==> config.mk <==
export PLATFORM = sky130hd
export DESIGN_NAME = gpg_queue
export DESIGN_NICKNAME = d
export VERILOG_FILES = /design/src/design/gaussian_pair_generator_running_max_assert.svh /design/src/design/gpg_pkg.sv /design/src/design/gpg_queue.sv
export SDC_FILE = /design/constraint.sdc
export NUM_CORES = 1
export LEC_CHECK = 0
export BUFFER_PORTS_ARGS = -buffer_cell sky130_fd_sc_hd__clkbuf_2
export CAP_MARGIN = 20
export CORE_MARGIN = 10
export CORE_UTILIZATION = 47
export DETAILED_ROUTE_END_ITERATION = 6
export PLACE_DENSITY_LB_ADDON = 0.25
export SLEW_MARGIN = 0
export SYNTH_ARGS = -nofsm -noshare
export SYNTH_HDL_FRONTEND = slang
export SYNTH_SLANG_ARGS = --single-unit
==> constraint.sdc <==
create_clock -name clk -period 2.6 [get_ports clk]
set_input_delay 0 -clock clk [delete_from_list [all_inputs] [get_ports clk]]
set_output_delay 0 -clock clk [all_outputs]
set_load 0.01 [all_outputs]
==> src/design/gaussian_pair_generator_running_max_assert.svh <==
// assertion macros for the gaussian pair generator
`ifndef GAUSSIAN_PAIR_GENERATOR_RUNNING_MAX_ASSERT_SVH
`define GAUSSIAN_PAIR_GENERATOR_RUNNING_MAX_ASSERT_SVH

// property must hold on every clock edge outside reset
`define GPG_ASSERT(label, prop, msg) \
  label: assert property (@(posedge clk) disable iff (rst) (prop)) else $error(msg);

// implication whose consequent must hold in the cycle after the antecedent
`define GPG_ASSERT_NEXT(label, ante, cons, msg) \
  label: assert property (@(posedge clk) disable iff (rst) (ante) |=> (cons)) else $error(msg);

`endif

==> src/design/gpg_pkg.sv <==
// ----------------------------------------------------------------------------
// gpg_pkg
// shared widths, constants and arctangent table for the gaussian generator
// ----------------------------------------------------------------------------
package gpg_pkg;

  localparam int OUT_FRAC_BITS = 12;
  localparam int OUT_SHIFT     = 30 - OUT_FRAC_BITS;

  localparam logic [31:0] SEED_RESET      = 32'd12345;
  localparam logic [14:0] LCG_MULT        = 15'd16807;
  localparam logic [31:0] TWO_LN2_Q30     = 32'd1488522236;
  localparam logic [29:0] CORDIC_GAIN_Q30 = 30'd652032874;
  localparam int          CORDIC_ITERS    = 28;
  localparam int          LOG_FRAC_BITS   = 28;

  // word handed from front part to back part
  typedef struct packed {
    logic [31:0] m1;
    logic [31:0] m2;
    logic        new_batch;
  } gpg_job_t;

  // arctangent of 2^-i in units of 2^-32 turn
  function automatic logic [29:0] atan_turn(input logic [4:0] i);
    logic [29:0] v;
    case (i)
      5'd0:  v = 30'h20000000;
      5'd1:  v = 30'h12E4051E;
      5'd2:  v = 30'h09FB385B;
      5'd3:  v = 30'h051111D4;
      5'd4:  v = 30'h028B0D43;
      5'd5:  v = 30'h0145D7E1;
      5'd6:  v = 30'h00A2F61E;
      5'd7:  v = 30'h00517C55;
      5'd8:  v = 30'h0028BE53;
      5'd9:  v = 30'h00145F2F;
      5'd10: v = 30'h000A2F98;
      5'd11: v = 30'h000517CC;
      5'd12: v = 30'h00028BE6;
      5'd13: v = 30'h000145F3;
      5'd14: v = 30'h0000A2FA;
      5'd15: v = 30'h0000517D;
      5'd16: v = 30'h000028BE;
      5'd17: v = 30'h0000145F;
      5'd18: v = 30'h00000A30;
      5'd19: v = 30'h00000518;
      5'd20: v = 30'h0000028C;
      5'd21: v = 30'h00000146;
      5'd22: v = 30'h000000A3;
      5'd23: v = 30'h00000051;
      5'd24: v = 30'h00000029;
      5'd25: v = 30'h00000014;
      5'd26: v = 30'h0000000A;
      5'd27: v = 30'h00000005;
      default: v = 30'h0;
    endcase
    return v;
  endfunction

endpackage

==> src/design/gpg_queue.sv <==
// ----------------------------------------------------------------------------
// gpg_queue
// two-entry queue between generator and transform
// ----------------------------------------------------------------------------
module gpg_queue (
  input  logic              clk,
  input  logic              rst,
  input  logic              wr_valid,
  input  gpg_pkg::gpg_job_t wr_data,
  output logic              wr_ready,
  output logic              rd_valid,
  output gpg_pkg::gpg_job_t rd_data,
  input  logic              rd_ready
);
  import gpg_pkg::*;

  gpg_job_t    mem [2];
  logic        wptr;
  logic        rptr;
  logic [1:0]  count;
  logic        push;
  logic        pop;

  assign wr_ready = (count != 2'd2);
  assign rd_valid = (count != 2'd0);
  assign rd_data  = mem[rptr];
  assign push     = wr_valid && wr_ready;
  assign pop      = rd_valid && rd_ready;

  // storage
  always_ff @(posedge clk) begin
    if (push) begin
      mem[wptr] <= wr_data;
    end
  end

  // pointers and fill count
  always_ff @(posedge clk) begin
    if (rst) begin
      wptr  <= 1'b0;
      rptr  <= 1'b0;
      count <= 2'd0;
    end else begin
      if (push) wptr <= !wptr;
      if (pop) rptr <= !rptr;
      count <= count + 2'(push) - 2'(pop);
    end
  end
endmodule

==> results of run 1 <==
[cells by family after synthesis]
family / count (synthesis) / share of synthesized area, %
DFF: 135 / 80.5
adders and majority gates: 1 / 0.252
AOI/OAI and AO/OA: 6 / 0.881
xor gates and xnor gates: 1 / 0.176
muxes: 65 / 14.7
buffers and inverters: 8 / 1.46
and+or+nand+nor: 15 / 1.96
[final cells by class]
| type | instances | area, sq um | share of cell area (%) |
|---|---|---|---|
| inverters | 1 | 3.75 | 0.0530 |
| multi-input cells | 88 | 900 | 12.7 |
| diodes | 1 | 2.50 | 0.0353 |
| well taps | 136 | 170 | 2.40 |
| clock buffers | 17 | 414 | 5.85 |
| repair buffers | 208 | 1420 | 20.1 |
| clock inverters | 15 | 161 | 2.28 |
| flip-flops and latches | 135 | 4010 | 56.6 |
[cell usage after synthesis]
| library cell | number |
|---|---|
| a21bo_1 | 1 |
| a21oi_1 | 1 |
| and3_1 | 2 |
| buf_2 | 1 |
| buf_4 | 1 |
| buf_6 | 5 |
| dfxtp_1 | 5 |
| edfxtp_1 | 130 |
| ha_1 | 1 |
| inv_1 | 1 |
| mux2_1 | 65 |
| nand2b_1 | 1 |
| nand3_1 | 1 |
| nand3b_1 | 1 |
| nor2_1 | 4 |
| nor2b_1 | 2 |
| nor3_2 | 1 |
| nor4_1 | 1 |
| nor4bb_2 | 1 |
| o21ai_0 | 1 |
| o21ai_1 | 1 |
| o21ba_1 | 1 |
| o31a_1 | 1 |
| or2_2 | 1 |
| xor2_1 | 1 |
[metrics by stage]
step	utilization, %	instance area [sq um]
after floorplan	-	4970
after global placement	56.3	5810
after detailed placement	56.3	5810
after CTS	68.6	7080
after global routing	68.6	7080
final	68.6	7080
[power breakdown]
group	internal [mW]	switching, mW	leakage (nW)
Combinational	0.529	0.576	1.21
Clock	1.44	0.825	0.264
Sequential	2.64	0.106	1.26
[routing by layer]
layer | track usage (%) | vias to the layer above | share of wire, %
li1 | - | 1361 | -
met1 | 16.1 | 1363 | 42
met2 | 20.7 | 98 | 48
met3 | 6.98 | 15 | 8.4
met4 | 5.30 | 0 | 1.6
met5 | 0 | - | 0
[flip-flops by register name, indices dropped and copies added (netlist names), named ones only]
signal,cells
wptr,1
mem,130
count,2
rptr,1
[worst paths after layout]
| kind | to | slack (ns) |
|---|---|---|
| worst max-delay path | rd_data[0] | 0.64 |
| worst min register to register | rptr | 0.51 |
| worst min-delay path | mem[1][9] | 0.22 |
| worst max register to register | mem[1][58] | 0.85 |
[repair_timing]
item,4_1_cts,5_1_grt
endpoints found under the hold margin,135,0
endpoints found under the setup margin,0,0
hold buffers,69,0
==> results.cfg, run 1 <==
[clocking]
cts_buffer_depth = 2
htree_levels = 4
cts_buffers = 17
cts_resized = 0
cts_tree = done
cts_sinks = 135
post_cts_buffers = 0
clockRootBuffer = clkbuf_8
clkLatencyLatePin_ns = 0.50
clkTransAtPathRegs_ns = 0.06

[logic_synthesis]
synth.distinct_cells = 25
yosys-top-cells-area = edfxtp_1, mux2_1, dfxtp_1
yosysTopAreaCell = edfxtp_1
syn_area_per_cell_sq_um = 21.5
synth_top_area_share_pct = 78.5
seq_area_frac_synth_pct = 80.5
synthCells = 231
syn_nets = 301
yosysWarnings = 0
ys_ff_latch = 135
synthesis.area_sq_um = 4970

[finish]
syn_to_final_growth_pct = 42.4
finalNonFillerCells = 601
nets = 521
layout-drive-gt1-share_pct = 37.5
final_cell_mix = clkbuf_2, edfxtp_1, dlygate4sd3_1
n_fill_cell = 678
mostFrequentLayoutCell = clkbuf_2

[sta]
setup_ws_ns = 0.640
clock_skew_ns = 0.00388
tightest_slew_ns = 0.445
hold_viol = 0
clock.fmax_ghz = 0.510
timing.hold.ws_ns = 0.223
tns_ns = 0
grt_setup_unrepaired = no
relSlewSlack_pct = 70.4
finalMaxSlewViolations = 0
finalCriticalPeriod_ns = 1.96
setup_viol = 0
fin_crit_sh_pct = 75.4

[place]
place_inst = 499
place_congestion = 0.728
dp_hpwl_microns = 6290
port_buffers = 135
pre_cts_ws_ns = 0.833

[power_and_ir_drop]
finalPower_mw = 6.12
ir_drop_mv = 0.453
leakagePower_nw = 2.73
p_per_area_nw_per_um2 = 865

[global_routing]
grt_usage_pct = 13.6
antenna_found_initial = 1
grt_pass1_vias = 3023
grt-ovfl-total = 0
grt_pass1_wl_microns = 15400
grt_start_max_net_pins = 36

[setup_path]
crit_fanout = 35
startpoint_type = flip-flop
path_delay_family = flip-flops
cp_num_cells = 3
cpPeakStageDelay_ns = 0.63
critPathSlowestCell = dfxtp_4
crit_buf_inv = 2
r2r_cells = 3
cp.arrival_ns = 1.96
path_cells = buf_12 > mux2_1 > clkbuf_2
cp.required_ns = 2.60
path_class = flip-flop to primary output
r2r_start = count[0]
endpoint_kind = primary output

[die]
die_x_microns = 123
pin_count = 136
rows = 37
design.die.area_sq_um = 15100
fp.coreArea_sq_um = 10300
start_util_pct = 48.2
die_y_microns = 123

[hold_path]
hold_path.class = primary input to flip-flop
hp-start = wr_data[9]
hold_depth = 2

[flow_run]
drv_cap = 0

[routing]
totalWireLength_microns = 9850
drt_iter0_drc = 167
vias = 2837
ant_nets = 0
avgViaCountPerCell = 4.72
first_pass_iters = 4
routedWlPerCell_microns = 16.4
drcViolationCount = 0

[run_status]
status = finished clean
(Power assumes the default switching activity.)
==> run 2, diff against run 1 <==
--- a/config.mk
+++ b/config.mk
@@ -5,10 +5,11 @@
 export SDC_FILE = /design/constraint.sdc
 export NUM_CORES = 1
 export LEC_CHECK = 0
+export ABC_AREA = 1
 export BUFFER_PORTS_ARGS = -buffer_cell sky130_fd_sc_hd__clkbuf_2
 export CAP_MARGIN = 20
 export CORE_MARGIN = 10
-export CORE_UTILIZATION = 47
+export CORE_UTILIZATION = 52
 export DETAILED_ROUTE_END_ITERATION = 6
 export PLACE_DENSITY_LB_ADDON = 0.25
 export SLEW_MARGIN = 0
==> constraint.sdc (replaced) <==
create_clock -name clk -period 1.9 [get_ports clk]
set_input_delay 0 -clock clk [delete_from_list [all_inputs] [get_ports clk]]
set_output_delay 0 -clock clk [all_outputs]
set_load 0.01 [all_outputs]
==> results.cfg, run 2 <==
[run_status]
status = finished clean

[logic_synthesis]
seq_area_frac_synth_pct = 78.0
yosys-top-cells-count = edfxtp_1, mux2_4, mux2_2
yosysWarnings = 0
synthesis.area_sq_um = 5130
synthCells = 238
synth_flop_cell = edfxtp_1
yosysMostFrequentCell = edfxtp_1
synth_edf_count = 130
yosys-top-cells-area = edfxtp_1, mux2_4, mux2_2
syn_nets = 308
synth_top_area_share_pct = 76.0
synth-async-reset-ratio_pct = 0
synth.distinct_cells = 15
syn_area_per_cell_sq_um = 21.6
ys_ff_latch = 135
yosysTopAreaCell = edfxtp_1

[global_routing]
grt-ovfl-total = 0
grt_pass1_vias = 3290
grt_usage_pct = 15.3
antenna_found_initial = 0
grt_pass1_wl_microns = 17100
grt_start_max_net_pins = 53

[clocking]
cts_sinks = 135
clkLatencyLatePin_ns = 0.51
cts_buffers = 17
cts_buffer_depth = 2
clockRootBuffer = clkbuf_8
cts_tree = done
htree_levels = 4
post_cts_buffers = 0
clkTransAtPathRegs_ns = 0.06

[sta]
hold_viol = 0
tns_ns = 0
clock.fmax_ghz = 0.552
clock_skew_ns = 0.0194
finalCriticalPeriod_ns = 1.81
relSlewSlack_pct = 71.9
finalMaxSlewViolations = 0
grt_setup_unrepaired = no
tightest_slew_ns = 0.422
setup_ws_ns = 0.0877
fin_crit_sh_pct = 95.4
setup_viol = 0

[setup_path]
path_class = flip-flop to primary output
crit_fanout = 28
cp.required_ns = 1.90
cp.arrival_ns = 1.81
endpoint_kind = primary output
startpoint_type = flip-flop

[hold_path]
hold_path.class = primary input to flip-flop

[die]
die_x_microns = 119
start_util_pct = 53.0
fp.coreArea_sq_um = 9680
pin_count = 136
die_y_microns = 119
rows = 36
design.die.area_sq_um = 14200

[finish]
finalNonFillerCells = 605
top_regs = mem x130, count x2
final_cell_mix = clkbuf_2, edfxtp_1, dlygate4sd3_1
mostFrequentLayoutCell = clkbuf_2
top_register = mem
layout-drive-gt1-share_pct = 51.3
seqCellArea_sq_um = 4010
largest_reg_flops = 130
n_fill_cell = 573
syn_to_final_growth_pct = 42.9
num_antenna_cells = 0
multi_input_area_sq_um = 1060
nets = 529

[routing]
avgViaCountPerCell = 4.76
ant_nets = 0
routedWlPerCell_microns = 17.6
first_pass_iters = 4
drcViolationCount = 0
totalWireLength_microns = 10700
drt_iter0_drc = 138
vias = 2877

[power_and_ir_drop]
leakagePower_nw = 2.95
p_per_area_nw_per_um2 = 1330
ir_drop_mv = 0.826

[place]
pre_cts_ws_ns = 0.211
place_inst = 505
port_buffers = 135
place_congestion = 0.793
dp_hpwl_microns = 6690

[flow_run]
drv_cap = 0
==> run 2: layout make-up <==
type,count,area share [%]
clock buffers,17,5.65
clock inverters,15,2.83
inverters,8,0.409
multi-input cells,88,14.4
flip-flops and latches,135,54.6
well taps,133,2.27
repair buffers,209,19.8
==> run 2: cells by family after synthesis <==
kind of cell	synth area share [%]
flops	78.0
fa+ha+maj	0.244
buf+inv	2.00
mux	17.9
xor+xnor	0.171
simple gates	1.49
compound gates	0.195
==> run 2: repair_timing <==
action                                  4_1_cts  5_1_grt
hold endpoints to repair                    135        0
hold buffers                                 68        0
endpoints found under the setup margin        0        1
resized for setup                             0        1
==> run 2: per-stage QoR <==
| stage | cell area (sq um) | power (mW) | util [%] | hold WS (ns) |
|---|---|---|---|---|
| final | 7340 | 9.74 | 75.7 | 0.211 |
| after global placement | 6030 | 6.23 | 62.3 | 0.182 |
| after detailed placement | 6030 | 6.31 | 62.3 | 0.190 |
| after global routing | 7340 | 10.2 | 75.7 | 0.202 |
| after floorplan | 5160 | 5.48 | - | 0.0638 |
| after CTS | 7330 | 9.82 | 75.7 | 0.181 |
==> run 2: critical path: stages, from the launching register on <==
cell	delay, ns
dfxtp_4	0.50
buf_12	0.26
mux2_2	0.37
clkbuf_2	0.14
==> run 2: power by group <==
| part | internal (mW) | leakage (nW) | switching [mW] |
|---|---|---|---|
| Clock | 2.24 | 0.298 | 1.16 |
| Sequential | 3.78 | 1.26 | 0.169 |
| Combinational | 1.21 | 1.39 | 1.17 |
==> run 2: path summary, 6_finish.rpt <==
check / endpoint / cells past startpoint / start / slack [ns]
min: count[0] / 3 / rst / 0.21
max reg2reg: count[1] / 9 / count[1] / 0.25
max: rd_data[64] / 3 / flip-flop / 0.09
min reg2reg: flip-flop / 2 / rptr / 0.51
==> run 2: routing by layer <==
layer | wire, microns | track usage, % | part of all wire (%) | vias to the layer above
li1 | - | - | - | 1363
met1 | 4010 | 16.0 | 38 | 1410
met2 | 5840 | 27.2 | 55 | 92
met3 | 653 | 5.57 | 6.1 | 12
met4 | 148 | 6.26 | 1.4 | 0
met5 | 0 | 0 | 0 | -
==> run 3, diff against run 2 <==
--- a/config.mk
+++ b/config.mk
@@ -8,10 +8,12 @@
 export ABC_AREA = 1
 export BUFFER_PORTS_ARGS = -buffer_cell sky130_fd_sc_hd__clkbuf_2
 export CAP_MARGIN = 20
+export CORE_ASPECT_RATIO = 1.75
 export CORE_MARGIN = 10
 export CORE_UTILIZATION = 52
 export DETAILED_ROUTE_END_ITERATION = 6
 export PLACE_DENSITY_LB_ADDON = 0.25
+export SETUP_SLACK_MARGIN = 0.2
 export SLEW_MARGIN = 0
 export SYNTH_ARGS = -nofsm -noshare
 export SYNTH_HDL_FRONTEND = slang
==> results.cfg, run 3 (synthesis gave the netlist of run 2 again) <==
[die]
rows = 48
die_x_microns = 95.1
pin_count = 136
fp.coreArea_sq_um = 9790
die_y_microns = 151
design.die.area_sq_um = 14400
start_util_pct = 52.4

[finish]
finish.instance_area_sq_um = 7350
mostFrequentLayoutCell = clkbuf_2
finalNonFillerCells = 600
seqCellArea_sq_um = 4010
top_register = mem
num_antenna_cells = 0
n_fill_cell = 555
nets = 532
largest_reg_flops = 130
final_cell_mix = clkbuf_2, edfxtp_1, dlygate4sd3_1
syn_to_final_growth_pct = 43.2
layout-drive-gt1-share_pct = 52.6
top_regs = mem x130, count x2
multi_input_area_sq_um = 1060
utilization_pct = 75.1

[run_status]
status = finished clean

[setup_path]
r2r_start = count[1]
path_class = flip-flop to flip-flop
endpoint_kind = flip-flop
rrSetupSlack_ns = 0.30
cp.arrival_ns = 1.94
regToRegEndpoint = count[1]
r2r_cells = 10
cp.required_ns = 2.23
crit_fanout = 5
startpoint_type = flip-flop

[global_routing]
grt_usage_pct = 15.1
grt_start_max_net_pins = 53
grt_pass1_vias = 3240
grt_pass1_wl_microns = 16200
antenna_found_initial = 0
grt-ovfl-total = 0

[routing]
drt_iter0_drc = 118
first_pass_iters = 4
ant_nets = 0
vias = 2852
drcViolationCount = 0
totalWireLength_microns = 10500
routedWlPerCell_microns = 17.5
avgViaCountPerCell = 4.75

[sta]
tns_ns = 0
relSlewSlack_pct = 79.6
fin_crit_sh_pct = 84.5
hold_viol = 0
tightest_slew_ns = 0.306
finalMaxSlewViolations = 0
clock.fmax_ghz = 0.623
clock_skew_ns = 0.00438
setup_viol = 0
grt_setup_unrepaired = no
finalCriticalPeriod_ns = 1.60

[hold_path]
hold_end = count[1]
hold_depth = 5
hold_path.class = primary input to flip-flop
hp-start = rd_ready

[clocking]
clockRootBuffer = clkbuf_16
cts_buffers = 17
cts_buffer_depth = 2
clkLatencyLatePin_ns = 0.40
clkTransAtPathRegs_ns = 0.06
cts_tree = done
cts_sinks = 135
htree_levels = 4

[place]
place_inst = 497
place_congestion = 0.724
port_buffers = 135
placed_area_sq_um = 6020

[flow_run]
drv_cap = 0

[power_and_ir_drop]
leakagePower_nw = 2.97
ir_drop_mv = 1.21
finalPower_mw = 9.77
p_per_area_nw_per_um2 = 1330
run 3: critical path, cell delays in order, from the launching register on:
cell and delay (ns):
dfxtp_1 0.43, nor2_1 0.11, nor2_2 0.21, xnor2_1 0.17, ha_1 0.19, inv_1 0.04
nand2_1 0.06, nand2_1 0.08, nand3_1 0.11, nand2_1 0.06, nor2_1 0.09
run 3: repair_timing:
action | 4_1_cts | 5_1_grt
resized for setup | 0 | 1
setup endpoints to repair | 5 | 16
hold buffers | 67 | 0
hold endpoints to repair | 135 | 0
setup buffers | 0 | 4
run 3: worst max path at each step:
| stage | start | endpoint | cells past startpoint |
|---|---|---|---|
| floorplan | count[0] | mem[1][0] | 4 |
| global placement | count[1] | count[1] | 9 |
| detailed placement | count[1] | count[1] | 10 |
| CTS | flip-flop | rd_data[13] | 3 |
| global route | count[1] | count[1] | 10 |
| finish | count[1] | count[1] | 10 |
run 3: layout make-up:
cell class	instances	share of cell area (%)
inverter	8	0.409
tap	125	2.13
sequential	135	54.5
timing repair buffer	212	20.0
clock inverter	15	2.74
multi-input combinational	88	14.4
clock buffer	17	5.79
run 3: through the flow:
stage	setup WS (ns)	hold WS (ns)
after floorplan	-0.0366	0.0638
after global placement	0.444	0.188
after detailed placement	0.286	0.193
after CTS	0.187	0.0204
after global routing	0.208	0.0607
final	0.295	0.0321
run 3: where the power goes:
part | switching, mW | total, mW | internal, mW
Sequential | 0.147 | 3.93 | 3.78
Combinational | 1.19 | 2.43 | 1.24
Clock | 1.21 | 3.41 | 2.20
Total | 2.55 | 9.77 | 7.22
run 3: layer usage:
layer	global-route usage [%]	vias up	wire length (microns)	share of wire, %
met5	0	-	0	0
met4	6.47	0	174	1.7
met3	5.86	12	655	6.2
met2	27.6	81	6150	58
met1	14.2	1390	3530	34
li1	-	1369	-	-
