`config.mk`:
```
export PLATFORM = sky130hd
export DESIGN_NAME = gpg_front_flat
export DESIGN_NICKNAME = d
export VERILOG_FILES = /design/src/design/gaussian_pair_generator_running_max_assert.svh /design/src/design/gpg_pkg.sv /design/src/design/gpg_if.sv /design/src/design/gpg_front.sv /design/src/flat_wrapper.sv
export SDC_FILE = /design/constraint.sdc
export NUM_CORES = 1
export LEC_CHECK = 0
export BUFFER_PORTS_ARGS = -buffer_cell sky130_fd_sc_hd__buf_2
export CORE_MARGIN = 4
export CORE_UTILIZATION = 46
export CTS_BUF_LIST = sky130_fd_sc_hd__clkbuf_2
export CTS_CLUSTER_DIAMETER = 40
export DETAILED_ROUTE_END_ITERATION = 7
export GPL_TIMING_DRIVEN = 0
export PLACE_DENSITY = 0.62
export SYNTH_ARGS = -nofsm -noshare
export SYNTH_HDL_FRONTEND = slang
export SYNTH_SLANG_ARGS = --single-unit
```
`constraint.sdc`:
```
create_clock -name clk -period 16.2 [get_ports clk]
set_input_delay 0.81 -clock clk [delete_from_list [all_inputs] [get_ports clk]]
set_output_delay 0.81 -clock clk [all_outputs]
set_load 0.1 [all_outputs]
```
`src/design/gaussian_pair_generator_running_max_assert.svh`:
```
// assertion macros for the gaussian pair generator
`ifndef GAUSSIAN_PAIR_GENERATOR_RUNNING_MAX_ASSERT_SVH
`define GAUSSIAN_PAIR_GENERATOR_RUNNING_MAX_ASSERT_SVH

// property must hold on every clock edge outside reset
`define GPG_ASSERT(label, prop, msg) \
  label: assert property (@(posedge clk) disable iff (rst) (prop)) else $error(msg);

// implication whose consequent must hold in the cycle after the antecedent
`define GPG_ASSERT_NEXT(label, ante, cons, msg) \
  label: assert property (@(posedge clk) disable iff (rst) (ante) |=> (cons)) else $error(msg);

`endif

```
`src/design/gpg_pkg.sv`:
```
// ----------------------------------------------------------------------------
// gpg_pkg
// shared widths, constants and arctangent table for the gaussian generator
// ----------------------------------------------------------------------------
package gpg_pkg;

  localparam int OUT_FRAC_BITS = 12;
  localparam int OUT_SHIFT     = 30 - OUT_FRAC_BITS;

  localparam logic [31:0] SEED_RESET      = 32'd12345;
  localparam logic [14:0] LCG_MULT        = 15'd16807;
  localparam logic [31:0] TWO_LN2_Q30     = 32'd1488522236;
  localparam logic [29:0] CORDIC_GAIN_Q30 = 30'd652032874;
  localparam int          CORDIC_ITERS    = 28;
  localparam int          LOG_FRAC_BITS   = 28;

  // word handed from front part to back part
  typedef struct packed {
    logic [31:0] m1;
    logic [31:0] m2;
    logic        new_batch;
  } gpg_job_t;

  // arctangent of 2^-i in units of 2^-32 turn
  function automatic logic [29:0] atan_turn(input logic [4:0] i);
    logic [29:0] v;
    case (i)
      5'd0:  v = 30'h20000000;
      5'd1:  v = 30'h12E4051E;
      5'd2:  v = 30'h09FB385B;
      5'd3:  v = 30'h051111D4;
      5'd4:  v = 30'h028B0D43;
      5'd5:  v = 30'h0145D7E1;
      5'd6:  v = 30'h00A2F61E;
      5'd7:  v = 30'h00517C55;
      5'd8:  v = 30'h0028BE53;
      5'd9:  v = 30'h00145F2F;
      5'd10: v = 30'h000A2F98;
      5'd11: v = 30'h000517CC;
      5'd12: v = 30'h00028BE6;
      5'd13: v = 30'h000145F3;
      5'd14: v = 30'h0000A2FA;
      5'd15: v = 30'h0000517D;
      5'd16: v = 30'h000028BE;
      5'd17: v = 30'h0000145F;
      5'd18: v = 30'h00000A30;
      5'd19: v = 30'h00000518;
      5'd20: v = 30'h0000028C;
      5'd21: v = 30'h00000146;
      5'd22: v = 30'h000000A3;
      5'd23: v = 30'h00000051;
      5'd24: v = 30'h00000029;
      5'd25: v = 30'h00000014;
      5'd26: v = 30'h0000000A;
      5'd27: v = 30'h00000005;
      default: v = 30'h0;
    endcase
    return v;
  endfunction

endpackage

```
`src/design/gpg_if.sv`:
```
// ----------------------------------------------------------------------------
// gpg channel interfaces
// valid/ready channels for input ticks, results and seed writes
// ----------------------------------------------------------------------------
interface gpg_in_if;
  logic valid;
  logic ready;
  logic new_batch;
  logic reseed;
  modport source (output valid, output new_batch, output reseed, input ready);
  modport sink (input valid, input new_batch, input reseed, output ready);
endinterface


interface gpg_cfg_if;
  logic        valid;
  logic        ready;
  logic [31:0] data;
  modport source (output valid, output data, input ready);
  modport sink (input valid, input data, output ready);
endinterface

```
`src/design/gpg_front.sv`:
```
// ----------------------------------------------------------------------------
// gpg_front
// seed register and generator: steps the state twice per tick
// ----------------------------------------------------------------------------
module gpg_front (
  input  logic              clk,
  input  logic              rst,
  gpg_in_if.sink            in_ch,
  gpg_cfg_if.sink           cfg,
  output logic              job_valid,
  output gpg_pkg::gpg_job_t job,
  input  logic              job_ready
);
  import gpg_pkg::*;

  typedef enum logic [2:0] {
    ST_IDLE = 3'b001,
    ST_MUL1 = 3'b010,
    ST_MUL2 = 3'b100
  } fstate_t;

  fstate_t     state;
  logic [31:0] seed;
  logic [31:0] lcg_state;
  logic [31:0] s1;
  logic        nb;
  logic [31:0] prod;

  assign cfg.ready   = 1'b1;
  assign in_ch.ready = (state == ST_IDLE) && !job_valid;

  // one constant multiply per cycle, shared by both steps
  assign prod = (state == ST_MUL1) ? lcg_state * 32'(LCG_MULT) : s1 * 32'(LCG_MULT);

  // seed register
  always_ff @(posedge clk) begin
    if (rst) begin
      seed <= SEED_RESET;
    end else if (cfg.valid) begin
      seed <= cfg.data;
    end
  end

  // generator sequencer
  always_ff @(posedge clk) begin
    if (rst) begin
      state     <= ST_IDLE;
      lcg_state <= SEED_RESET;
      job_valid <= 1'b0;
    end else begin
      if (job_valid && job_ready) begin
        job_valid <= 1'b0;
      end
      case (state)
        ST_IDLE: begin
          if (in_ch.valid && in_ch.ready) begin
            nb <= in_ch.new_batch;
            if (in_ch.reseed) begin
              lcg_state <= seed;
            end
            state <= ST_MUL1;
          end
        end
        ST_MUL1: begin
          s1    <= prod;
          state <= ST_MUL2;
        end
        ST_MUL2: begin
          lcg_state     <= prod;
          job.m1        <= s1 ^ 32'h80000000;
          job.m2        <= prod ^ 32'h80000000;
          job.new_batch <= nb;
          job_valid     <= 1'b1;
          state         <= ST_IDLE;
        end
        default: state <= ST_IDLE;
      endcase
    end
  end
endmodule

```
`src/flat_wrapper.sv`:
```
// flat-port wrapper written by rule: the top's interface ports become plain ports
module gpg_front_flat import gpg_pkg::*;
  (clk, rst, job_valid, job, job_ready, in_ch_valid, in_ch_new_batch, in_ch_reseed, in_ch_ready, cfg_valid, cfg_data, cfg_ready);
  gpg_in_if in_ch_i ();
  gpg_cfg_if cfg_i ();
  input  logic clk;
  input  logic rst;
  output logic job_valid;
  output gpg_pkg::gpg_job_t job;
  input  logic job_ready;
  input wire logic [$bits(in_ch_i.valid)-1:0] in_ch_valid;
  input wire logic [$bits(in_ch_i.new_batch)-1:0] in_ch_new_batch;
  input wire logic [$bits(in_ch_i.reseed)-1:0] in_ch_reseed;
  output wire logic [$bits(in_ch_i.ready)-1:0] in_ch_ready;
  input wire logic [$bits(cfg_i.valid)-1:0] cfg_valid;
  input wire logic [$bits(cfg_i.data)-1:0] cfg_data;
  output wire logic [$bits(cfg_i.ready)-1:0] cfg_ready;
  assign in_ch_i.valid = in_ch_valid;
  assign in_ch_i.new_batch = in_ch_new_batch;
  assign in_ch_i.reseed = in_ch_reseed;
  assign in_ch_ready = in_ch_i.ready;
  assign cfg_i.valid = cfg_valid;
  assign cfg_i.data = cfg_data;
  assign cfg_ready = cfg_i.ready;
  gpg_front u_core (.clk(clk), .rst(rst), .in_ch(in_ch_i), .cfg(cfg_i), .job_valid(job_valid), .job(job), .job_ready(job_ready));
endmodule
```
==> flow_summary_export.csv, run 1 <==
group,metric,value,unit
synth,ys_seq_area_share,24.10,%
floorplan,coreArea,38020,sq um
route,ant_nets,0,
setup_path,worstPathRequired,16900,ps
timing,worst_pin_slew,958.2,ps
floorplan,die_x,205.1,um
synth,syn-cell-area,17860,sq um
global_routing,grt_pass1_vias,13080,
setup_path,start_kind,"flop",
synth,ys_types,72,
floorplan,start_util,46.98,%
power_and_ir_drop,p_leak,9.723,nW
timing,setup-tns-final,0,ps
flow_run,maxCapViolCount,0,
finish,final_nets,2395,
timing,min_period,6689,ps
synth,synth_fp_nets,2270,
placement,postPlaceCellArea,19070,sq um
synth,synth_warnings,0,
power_and_ir_drop,power_density,145.6,nW/um^2
setup_path,end_kind,"flop",
global_routing,grt_max_degree,46,
placement,dpl_worst_slack,9650,ps
route,dr.pass1.iters,5,
route,wire_per_inst,18.37,um
floorplan,die_h,205.1,um
route,drc,0,
synth,synth_edf_count,98,
global_routing,grt_pass1_wl,71770,um
timing,setup_violations,0,
route,drt_iter0_markers,596,
global_routing,grt_use_total,22.13,%
finish,area_growth,8.427,%
synth,yosysTopAreaCell,"fa_1",
floorplan,dieArea,42050,sq um
synth,yosys_register_bits,166,
clocking,clk_pin_slew,310,ps
clocking,clock_sinks,166,
status,status,"finished, final reports clean",
synth,synthArstFlopShare,0,%
timing,finalMaxSlewViolations,0,
timing,fmax,0.1495,GHz
clocking,postCtsSetupBuffers,0,
finish,drive_gt1_share,8.979,%
clocking,root_buffer,"clkbuf_2",
route,vias_per_cell,5.139,
synth,ys_top_cells_by_count,"inv_1, ha_1, fa_1",
timing,fin_crit_sh,41.29,%
floorplan,ios,107,
synth,synthFlopType,"edfxtp_1",
synth,synth_most_common_cell,"inv_1",
power_and_ir_drop,vdd_drop_max,0.09108,mV
route,drt-total-wl,43790,um
global_routing,antenna_found_initial,1,
clocking,htree_num_levels,4,
clocking,cts-hold-fix-buffers,0,
placement,dp_hpwl,36720,um
clocking,cts_resized,0,
placement,globalplace.congestion,0.9342,
placement,io_buffer_count,104,
clocking,cts_buffers,17,
timing,rsz0062_at_grt,"false",
synth,synth_area_leaders,"fa_1, ha_1, edfxtp_1",
timing,slew_headroom,36.12,%
synth,syn_inst,1733,
clocking,cts_tree,"done",
timing,hold_violations,0,
floorplan,rows,71,
setup_path,critical_path_class,"reg2reg",
global_routing,grt-ovfl-total,0,
setup_path,crit_arrival,7390,ps
timing,clock_skew,59.58,ps
clocking,clockBufferDepth,2,
finish,postLayoutCellArea,19370,sq um
synth,syn_avg_cell_area,10.31,sq um
setup_path,critical_path.max_fanout,7,
route,vias,12250,
clocking,clk_latency,890,ps
synth,synth_top_area_share,25.33,%
worst_hold_path,hp-class,"in2reg",
timing,setup_ws,9511,ps
power by group:
part	leakage, nW	switching [mW]	internal, mW	total (mW)
sequential	1.44	0.0220	0.536	0.558
combinational	8.11	1.21	0.769	1.98
clock	0.178	0.178	0.108	0.286
cell families after synthesis:
family | count (synthesis) | synth area share [%]
AOI/OAI and AO/OA | 244 | 9.331
xor gates and xnor gates | 69 | 3.384
adders and majority gates | 498 | 44.39
buffers and inverters | 468 | 9.891
DFF | 166 | 24.10
muxes | 42 | 2.361
other | 1 | 0.02100
and+or+nand+nor | 245 | 6.529
state kept, by name (all words and copies together), names as in the netlist:
register	count
u_core.seed	32
u_core.job	65
u_core.job_valid	1
u_core.state	3
u_core.lcg_state	32
u_core.s1	32
u_core.nb	1
per-stage QoR:
| stage | hold slack [ps] | util [%] | total power, mW | std cells |
|---|---|---|---|---|
| 2_1_floorplan | 400.3 | - | 2.005 | 1733 |
| 3_3_place_gp | 403.9 | 50.03 | 2.485 | 2348 |
| 3_5_place_dp | 426.5 | 50.15 | 2.505 | 2350 |
| 4_1_cts | 22.93 | 50.93 | 2.811 | 2382 |
| 5_1_grt | 1.062 | 50.93 | 3.110 | 2383 |
| 6_report | 122.4 | 50.93 | 2.820 | 2383 |
critical path: stages (launching register included):
cell and delay, ps:
dfxtp_1 620, inv_1 210, fa_1 570, inv_1 50, ha_1 270, inv_1 50, fa_1 490, inv_1 60
fa_1 440, fa_1 510, inv_1 50, fa_1 500, inv_1 50, ha_1 270, clkbuf_1 270, nand3_1 180
nor3_1 530, nand4_1 160, nor3_1 370, a2111oi_2 100, a21oi_1 260, a211oi_1 160, nor3_1 310
cells in the final DEF (no fill, tap or decap), drive strengths merged, types with 5 or more instances in the layout:
master  instances
mux2i          41
nand2          78
and2            7
dfxtp          68
nand3          15
a31oi          10
nand4           8
xor2           26
nor3           17
nor2           65
a211oi         10
a21o           31
o21a            6
buf           117
o211ai         14
xnor2          43
nand2b         15
o311ai          5
edfxtp         98
clkbuf         48
or3             8
o21ai          48
and3           11
fa            226
ha            272
inv           436
a21oi          70
a221oi         11
final cells by class:
cell class,count,area (sq um)
Fill cell,3528,18660
Multi-Input combinational cell,1099,11800
Sequential cell,166,4304
Inverter,427,1603
Tap cell,511,639.4
Timing Repair Buffer,106,560.5
Clock inverter,14,205.2
Buffer,41,163.9
Clock buffer,18,90.09
Antenna cell,1,2.502
worst paths after layout:
check | slack (ps) | startpoint | depth (start not counted) | to
setup reg to reg | 9510 | u_core.lcg_state[16]$_SDFFE_PP0P_ | 22 | u_core.s1[30]$_DFFE_PP_
hold reg to reg | 440 | u_core.nb$_DFFE_PP_ | 0 | u_core.job[0]$_DFFE_PP_
hold / removal | 120 | cfg_data[14] | 3 | u_core.seed[14]$_SDFFE_PP0P_
setup / recovery | 9510 | u_core.lcg_state[16]$_SDFFE_PP0P_ | 22 | u_core.s1[30]$_DFFE_PP_
metal layers:
| layer | share of wire [%] | routed length [um] | global-route usage [%] |
|---|---|---|---|
| met4 | 1.5 | 661 | 4.545 |
| met5 | 0 | 0 | 0 |
| met2 | 47 | 20630 | 36.40 |
| met3 | 5.4 | 2353 | 4.148 |
| met1 | 46 | 20140 | 30.87 |
Power figures use the tool's default switching activity.
==> inputs of run 2 (changes only) <==
- clock period: 16.2 -> 7 ns (I/O delays scaled with it)
==> run 2 against run 1 <==
Effect of this change:
- register-to-register slack lost 9200 ps
- non-clock buffer count grew 38
- worst hold slack gained 71 ps
- highest routed layer unchanged
- utilization grew 1.0 points
- final area grew 2.0%
- count of clock-buffer cells in the layout is the same
- global-route usage grew 0.18 points
- via count grew 1.2%
- first-iteration DRC count grew 6.5%
- die area is the same
- cell count grew 1.6%
- largest cell class unchanged
- critical endpoint is now u_core.job[31]$_DFFE_PP_
- combinational power grew 130%
==> flow_summary_export.csv, run 2 (synthesis gave the netlist of run 1 again) <==
group,metric,value,unit
status,status,"finished, final reports clean",
finish,top_register,"u_core.job",
clocking,root_buffer,"clkbuf_2",
placement,dp_hpwl,36720,um
setup_path,critical_path_class,"reg2reg",
placement,globalplace.congestion,0.9342,
timing,worst_pin_slew,955.6,ps
power_and_ir_drop,pwr-share-clk,10.1,%
route,wire_per_inst,18.24,um
power_and_ir_drop,p_int,3.285,mW
floorplan,ios,107,
finish,final_common_cell,"inv_1",
clocking,clockBufferDepth,2,
timing,fmax,0.1500,GHz
power_and_ir_drop,vdd_drop_max,0.2120,mV
route,vias,12400,
timing,setup-tns-final,0,ps
timing,clock_skew,67.24,ps
worst_hold_path,hp-class,"in2reg",
finish,largest_register_ffs,65,
power_and_ir_drop,p_sw,3.270,mW
clocking,cts_resized,0,
floorplan,dieArea,42050,sq um
timing,setup_violations,0,
global_routing,grt-ovfl-total,0,
floorplan,die_h,205.1,um
global_routing,grt_max_degree,46,
placement,dpl_worst_slack,449.8,ps
clocking,clk_latency,890,ps
floorplan,die_x,205.1,um
clocking,clk_pin_slew,320,ps
floorplan,rows,71,
setup_path,end_kind,"flop",
timing,min_period,6668,ps
finish,finalNonFillerCells,2421,
power_and_ir_drop,p_total,6.555,mW
clocking,htree_num_levels,4,
power_and_ir_drop,comb_power_share,70.2,%
worst_hold_path,hold_depth,4,
power_and_ir_drop,p_seq_share,19.7,%
setup_path,worstPathRequired,7700,ps
floorplan,coreArea,38020,sq um
timing,hold_violations,0,
clocking,cts_tree,"done",
power_and_ir_drop,p_leak,9.879,nW
power_and_ir_drop,swShare,49.89,%
flow_run,maxCapViolCount,0,
global_routing,antenna_found_initial,1,
clocking,postCtsSetupBuffers,0,
finish,final_nets,2433,
setup_path,crit_arrival,7360,ps
route,ant_nets,0,
global_routing,grt_pass1_wl,72420,um
route,drt-total-wl,44150,um
route,drt_iter0_markers,635,
placement,io_buffer_count,104,
finish,final_cell_mix,"inv_1, ha_1, fa_1",
placement,dp.cells,2350,
finish,utilization,51.93,%
global_routing,grt_use_total,22.31,%
floorplan,start_util,46.98,%
clocking,clock_sinks,166,
finish,area_growth,10.56,%
timing,slew_headroom,36.29,%
finish,drive_gt1_share,8.800,%
route,vias_per_cell,5.121,
setup_path,ff2ff_path_depth,22,
timing,rsz0062_at_grt,"false",
clocking,cts_buffers,17,
route,dr.pass1.iters,5,
route,drc,0,
timing,fin_crit_sh,95.26,%
setup_path,start_kind,"flop",
setup_path,critical_path.max_fanout,7,
timing,finalMaxSlewViolations,0,
power_and_ir_drop,power_density,331.9,nW/um^2
timing,setup_ws,331.7,ps
global_routing,grt_pass1_vias,13240,
==> run 2: changes by cell type in the layout (fill, tap and decap cells not counted) <==
| cell | change |
|---|---|
| dlygate4sd3_1 | +38 |
==> run 2: power groups by stage <==
| stage | clock (mW) | combinational (mW) | sequential (mW) |
|---|---|---|---|
| 2_1_floorplan | 0 | 3.35 | 1.29 |
| 3_3_place_gp | 0 | 4.44 | 1.31 |
| 3_5_place_dp | 0 | 4.48 | 1.31 |
| 4_1_cts | 0.683 | 4.55 | 1.29 |
| 5_1_grt | 0.724 | 5.20 | 1.30 |
| 6_report | 0.665 | 4.60 | 1.29 |
==> run 2: path summary, 6_finish.rpt <==
path | from | endpoint | slack, ps
worst min register to register | u_core.nb$_DFFE_PP_ | u_core.job[0]$_DFFE_PP_ | 440
worst max register to register | u_core.lcg_state[16]$_SDFFE_PP0P_ | u_core.job[31]$_DFFE_PP_ | 330
worst max-delay path | u_core.lcg_state[16]$_SDFFE_PP0P_ | u_core.job[31]$_DFFE_PP_ | 330
worst min-delay path | cfg_data[14] | u_core.seed[14]$_SDFFE_PP0P_ | 190
==> run 2: repair_timing <==
item	CTS	global route
setup endpoints to repair	0	0
hold buffers	38	0
hold endpoints to repair	39	0
==> run 2: worst max-delay path, stage by stage (launching register included) <==
cell and delay (ps):
dfxtp_1 620, inv_1 210, fa_1 570, inv_1 50, ha_1 270, inv_1 50
fa_1 490, inv_1 60, fa_1 440, fa_1 510, inv_1 50, fa_1 500
inv_1 50, ha_1 270, clkbuf_1 270, nand3_1 180, nor3_1 510, nand4_1 160
nor3_1 360, a2111oi_2 100, a21oi_1 260, a211oi_1 170, nor3_1 320
==> run 2: routing by layer <==
metal  wire [um]  GRT usage, %  vias up
met5           0             0        -
li1            -             -     5970
met1       20280         31.06     6101
met3        2315         4.053       40
met4         678         4.785        0
met2       20880         36.76      286
==> run 2: final cells by class <==
cell class                      instances  area (sq um)
Inverter                              427          1603
Clock inverter                         14         205.2
Tap cell                              511         639.4
Buffer                                 41         163.9
Sequential cell                       166          4304
Antenna cell                            1         2.502
Fill cell                            3494         18280
Multi-Input combinational cell       1099         11800
Clock buffer                           18         90.09
Timing Repair Buffer                  144         940.9
==> run 2: through the flow <==
stage               cell area (sq um)  hold slack, ps
global route                    19750           112.4
CTS                             19740           104.3
global placement                19020           403.9
finish                          19750           193.6
detailed placement              19070           426.5
floorplan                       17860           400.3
==> inputs of run 3 (changes only) <==
- BUFFER_PORTS_ARGS: -buffer_cell sky130_fd_sc_hd__buf_2 -> unset
- CAP_MARGIN: unset -> 10
- CORE_ASPECT_RATIO: unset -> 1.1
- DONT_BUFFER_PORTS: unset -> 1
- PLACE_DENSITY: 0.62 -> 0.6
==> run 3 against run 2 <==
Effect of this change:
- maximum frequency rose by 0.48%
- non-clock buffer count is 90 lower
- clock skew fell by 2.9 ps
- worst hold slack worse by 120 ps
- largest power group unchanged
==> flow_summary_export.csv, run 3 (synthesis gave the netlist of run 1 again) <==
group,metric,value,unit
finish,utilization,50.56,%
floorplan,die_h,214.7,um
worst_hold_path,hold_depth,3,
placement,postPlaceCellArea,18570,sq um
worst_hold_path,min-delay-start,"cfg_data[24]",
timing,hold_violations,0,
status,status,"finished, final reports clean",
floorplan,ios,107,
route,drt_iter0_markers,606,
route,vias,12090,
timing,setup-tns-final,0,ps
timing,worst_pin_slew,1165,ps
setup_path,ff2ff_path_depth,22,
floorplan,coreArea,38290,sq um
setup_path,rr_startpoint,"u_core.lcg_state[17]$_SDFFE_PP0P_",
setup_path,critical_path.max_fanout,7,
clocking,clock_sinks,166,
global_routing,grt_max_degree,47,
flow_run,maxCapViolCount,0,
clocking,htree_num_levels,4,
floorplan,rows,75,
timing,slew_headroom,22.24,%
global_routing,grt_pass1_wl,72510,um
floorplan,die_x,195.9,um
power_and_ir_drop,p_leak,9.508,nW
global_routing,grt_use_total,22.20,%
clocking,clk_latency,990,ps
clocking,root_buffer,"clkbuf_2",
timing,fmax,0.1507,GHz
worst_hold_path,min_to,"u_core.seed[24]$_SDFFE_PP0P_",
setup_path,critical_path_class,"reg2reg",
clocking,clk_pin_slew,320,ps
route,maxUsedRoutingLayer,"met5",
floorplan,start_util,46.65,%
clocking,postCtsSetupBuffers,0,
placement,io_buffer_count,0,
route,drc,0,
clocking,clockBufferDepth,2,
route,met1_length,19360,um
timing,min_period,6637,ps
power_and_ir_drop,p_total,6.519,mW
global_routing,grt_pass1_vias,13030,
route,dr_wl_met3,2019,um
finish,final_cell_mix,"inv_1, ha_1, fa_1",
route,drt-total-wl,44530,um
placement,dp.cells,2237,
setup_path,regToRegSetupSlack,360,ps
finish,largest_register_ffs,65,
placement,globalplace.congestion,0.8996,
route,wl_met2,21660,um
global_routing,antenna_found_initial,3,
clocking,cts_buffers,17,
setup_path,r2r-end,"u_core.s1[30]$_DFFE_PP_",
finish,postLayoutCellArea,19360,sq um
timing,clock_skew,64.37,ps
timing,fin_crit_sh,94.81,%
timing,finalMaxSlewViolations,0,
finish,fillers,3544,
global_routing,grt-ovfl-total,0,
route,wire_per_inst,19.18,um
route,vias_per_cell,5.208,
setup_path,start_kind,"flop",
setup_path,crit_arrival,7360,ps
floorplan,dieArea,42050,sq um
route,ant_nets,0,
placement,dp_hpwl,37270,um
setup_path,end_kind,"flop",
finish,finalNonFillerCells,2322,
finish,top_register,"u_core.job",
power_and_ir_drop,power_density,336.7,nW/um^2
finish,drive_gt1_share,3.738,%
finish,final_nets,2343,
timing,rsz0062_at_grt,"false",
route,dr.pass1.iters,5,
setup_path,worstPathRequired,7720,ps
timing,setup_violations,0,
power_and_ir_drop,vdd_drop_max,0.1895,mV
finish,area_growth,8.385,%
worst_hold_path,hp-class,"in2reg",
finish,final_common_cell,"inv_1",
clocking,cts_tree,"done",
## run 3: changes by cell type in the layout (fill, tap and decap cells not counted), sizes merged
cell / before / now
clkinvlp: 0 / 1
clkbuf: 48 / 47
clkinv: 1 / 8
buf: 117 / 15
dlygate4sd3: 38 / 50
diode: 1 / 3
bufinv: 4 / 1
inv: 436 / 432
## run 3: power breakdown
part	switching (mW)	total, mW	internal (mW)
Sequential	0.0561	1.30	1.24
Combinational	2.83	4.63	1.79
Clock	0.440	0.596	0.156
Total	3.33	6.52	3.19
## run 3: layer usage
metal  vias up  global-route usage (%)
li1       5799                       -
met1      5948                   28.95
met2       271                   37.34
met3        73                   3.598
met4         2                   8.217
met5         -                       0
## run 3: worst max-delay path by stage
stage                                            startpoint                  endpoint  cells after the start
final                     u_core.lcg_state[17]$_SDFFE_PP0P_   u_core.s1[30]$_DFFE_PP_                     22
after global routing      u_core.lcg_state[17]$_SDFFE_PP0P_   u_core.s1[30]$_DFFE_PP_                     22
after CTS                 u_core.lcg_state[16]$_SDFFE_PP0P_   u_core.s1[30]$_DFFE_PP_                     22
after detailed placement  u_core.lcg_state[16]$_SDFFE_PP0P_  u_core.job[31]$_DFFE_PP_                     22
after global placement    u_core.lcg_state[16]$_SDFFE_PP0P_  u_core.job[31]$_DFFE_PP_                     22
after floorplan           u_core.lcg_state[16]$_SDFFE_PP0P_   u_core.s1[31]$_DFFE_PP_                     22
## run 3: layout make-up
class	count	area (sq um)	share of cell area, %
diodes	3	7.507	0.03878
repair buffers	54	571.8	2.954
plain buffers	41	163.9	0.8467
clock buffers	17	85.08	0.4395
flip-flops and latches	166	4305	22.24
clock inverters	15	191.4	0.9889
inverters	427	1603	8.279
multi-input cells	1099	11810	60.98
well taps	500	625.6	3.232
## run 3: critical path: stages, from the launching register on
cell	delay, ps
dfxtp_1	590
inv_1	210
fa_1	620
inv_1	60
ha_1	260
inv_1	50
fa_1	490
inv_1	50
fa_1	480
fa_1	490
inv_1	50
fa_1	490
inv_1	40
ha_1	260
clkbuf_1	270
nand3_1	190
nor3_2	380
nand4_1	140
nor3_1	350
a2111oi_2	100
a21oi_1	270
a211oi_1	170
nor3_1	380
## run 3: per-stage QoR
step                hold WS, ps  setup slack, ps
floorplan                 400.3             1406
global placement          404.7            391.0
detailed placement        411.5            331.1
CTS                       7.787            182.2
global route              35.86            50.05
finish                    73.55            363.4
## run 3: timing repair
item                                   CTS  global route
setup endpoints to repair                0             3
endpoints found under the hold margin   45             0
hold buffers                            50             0
resized for setup                        0             2
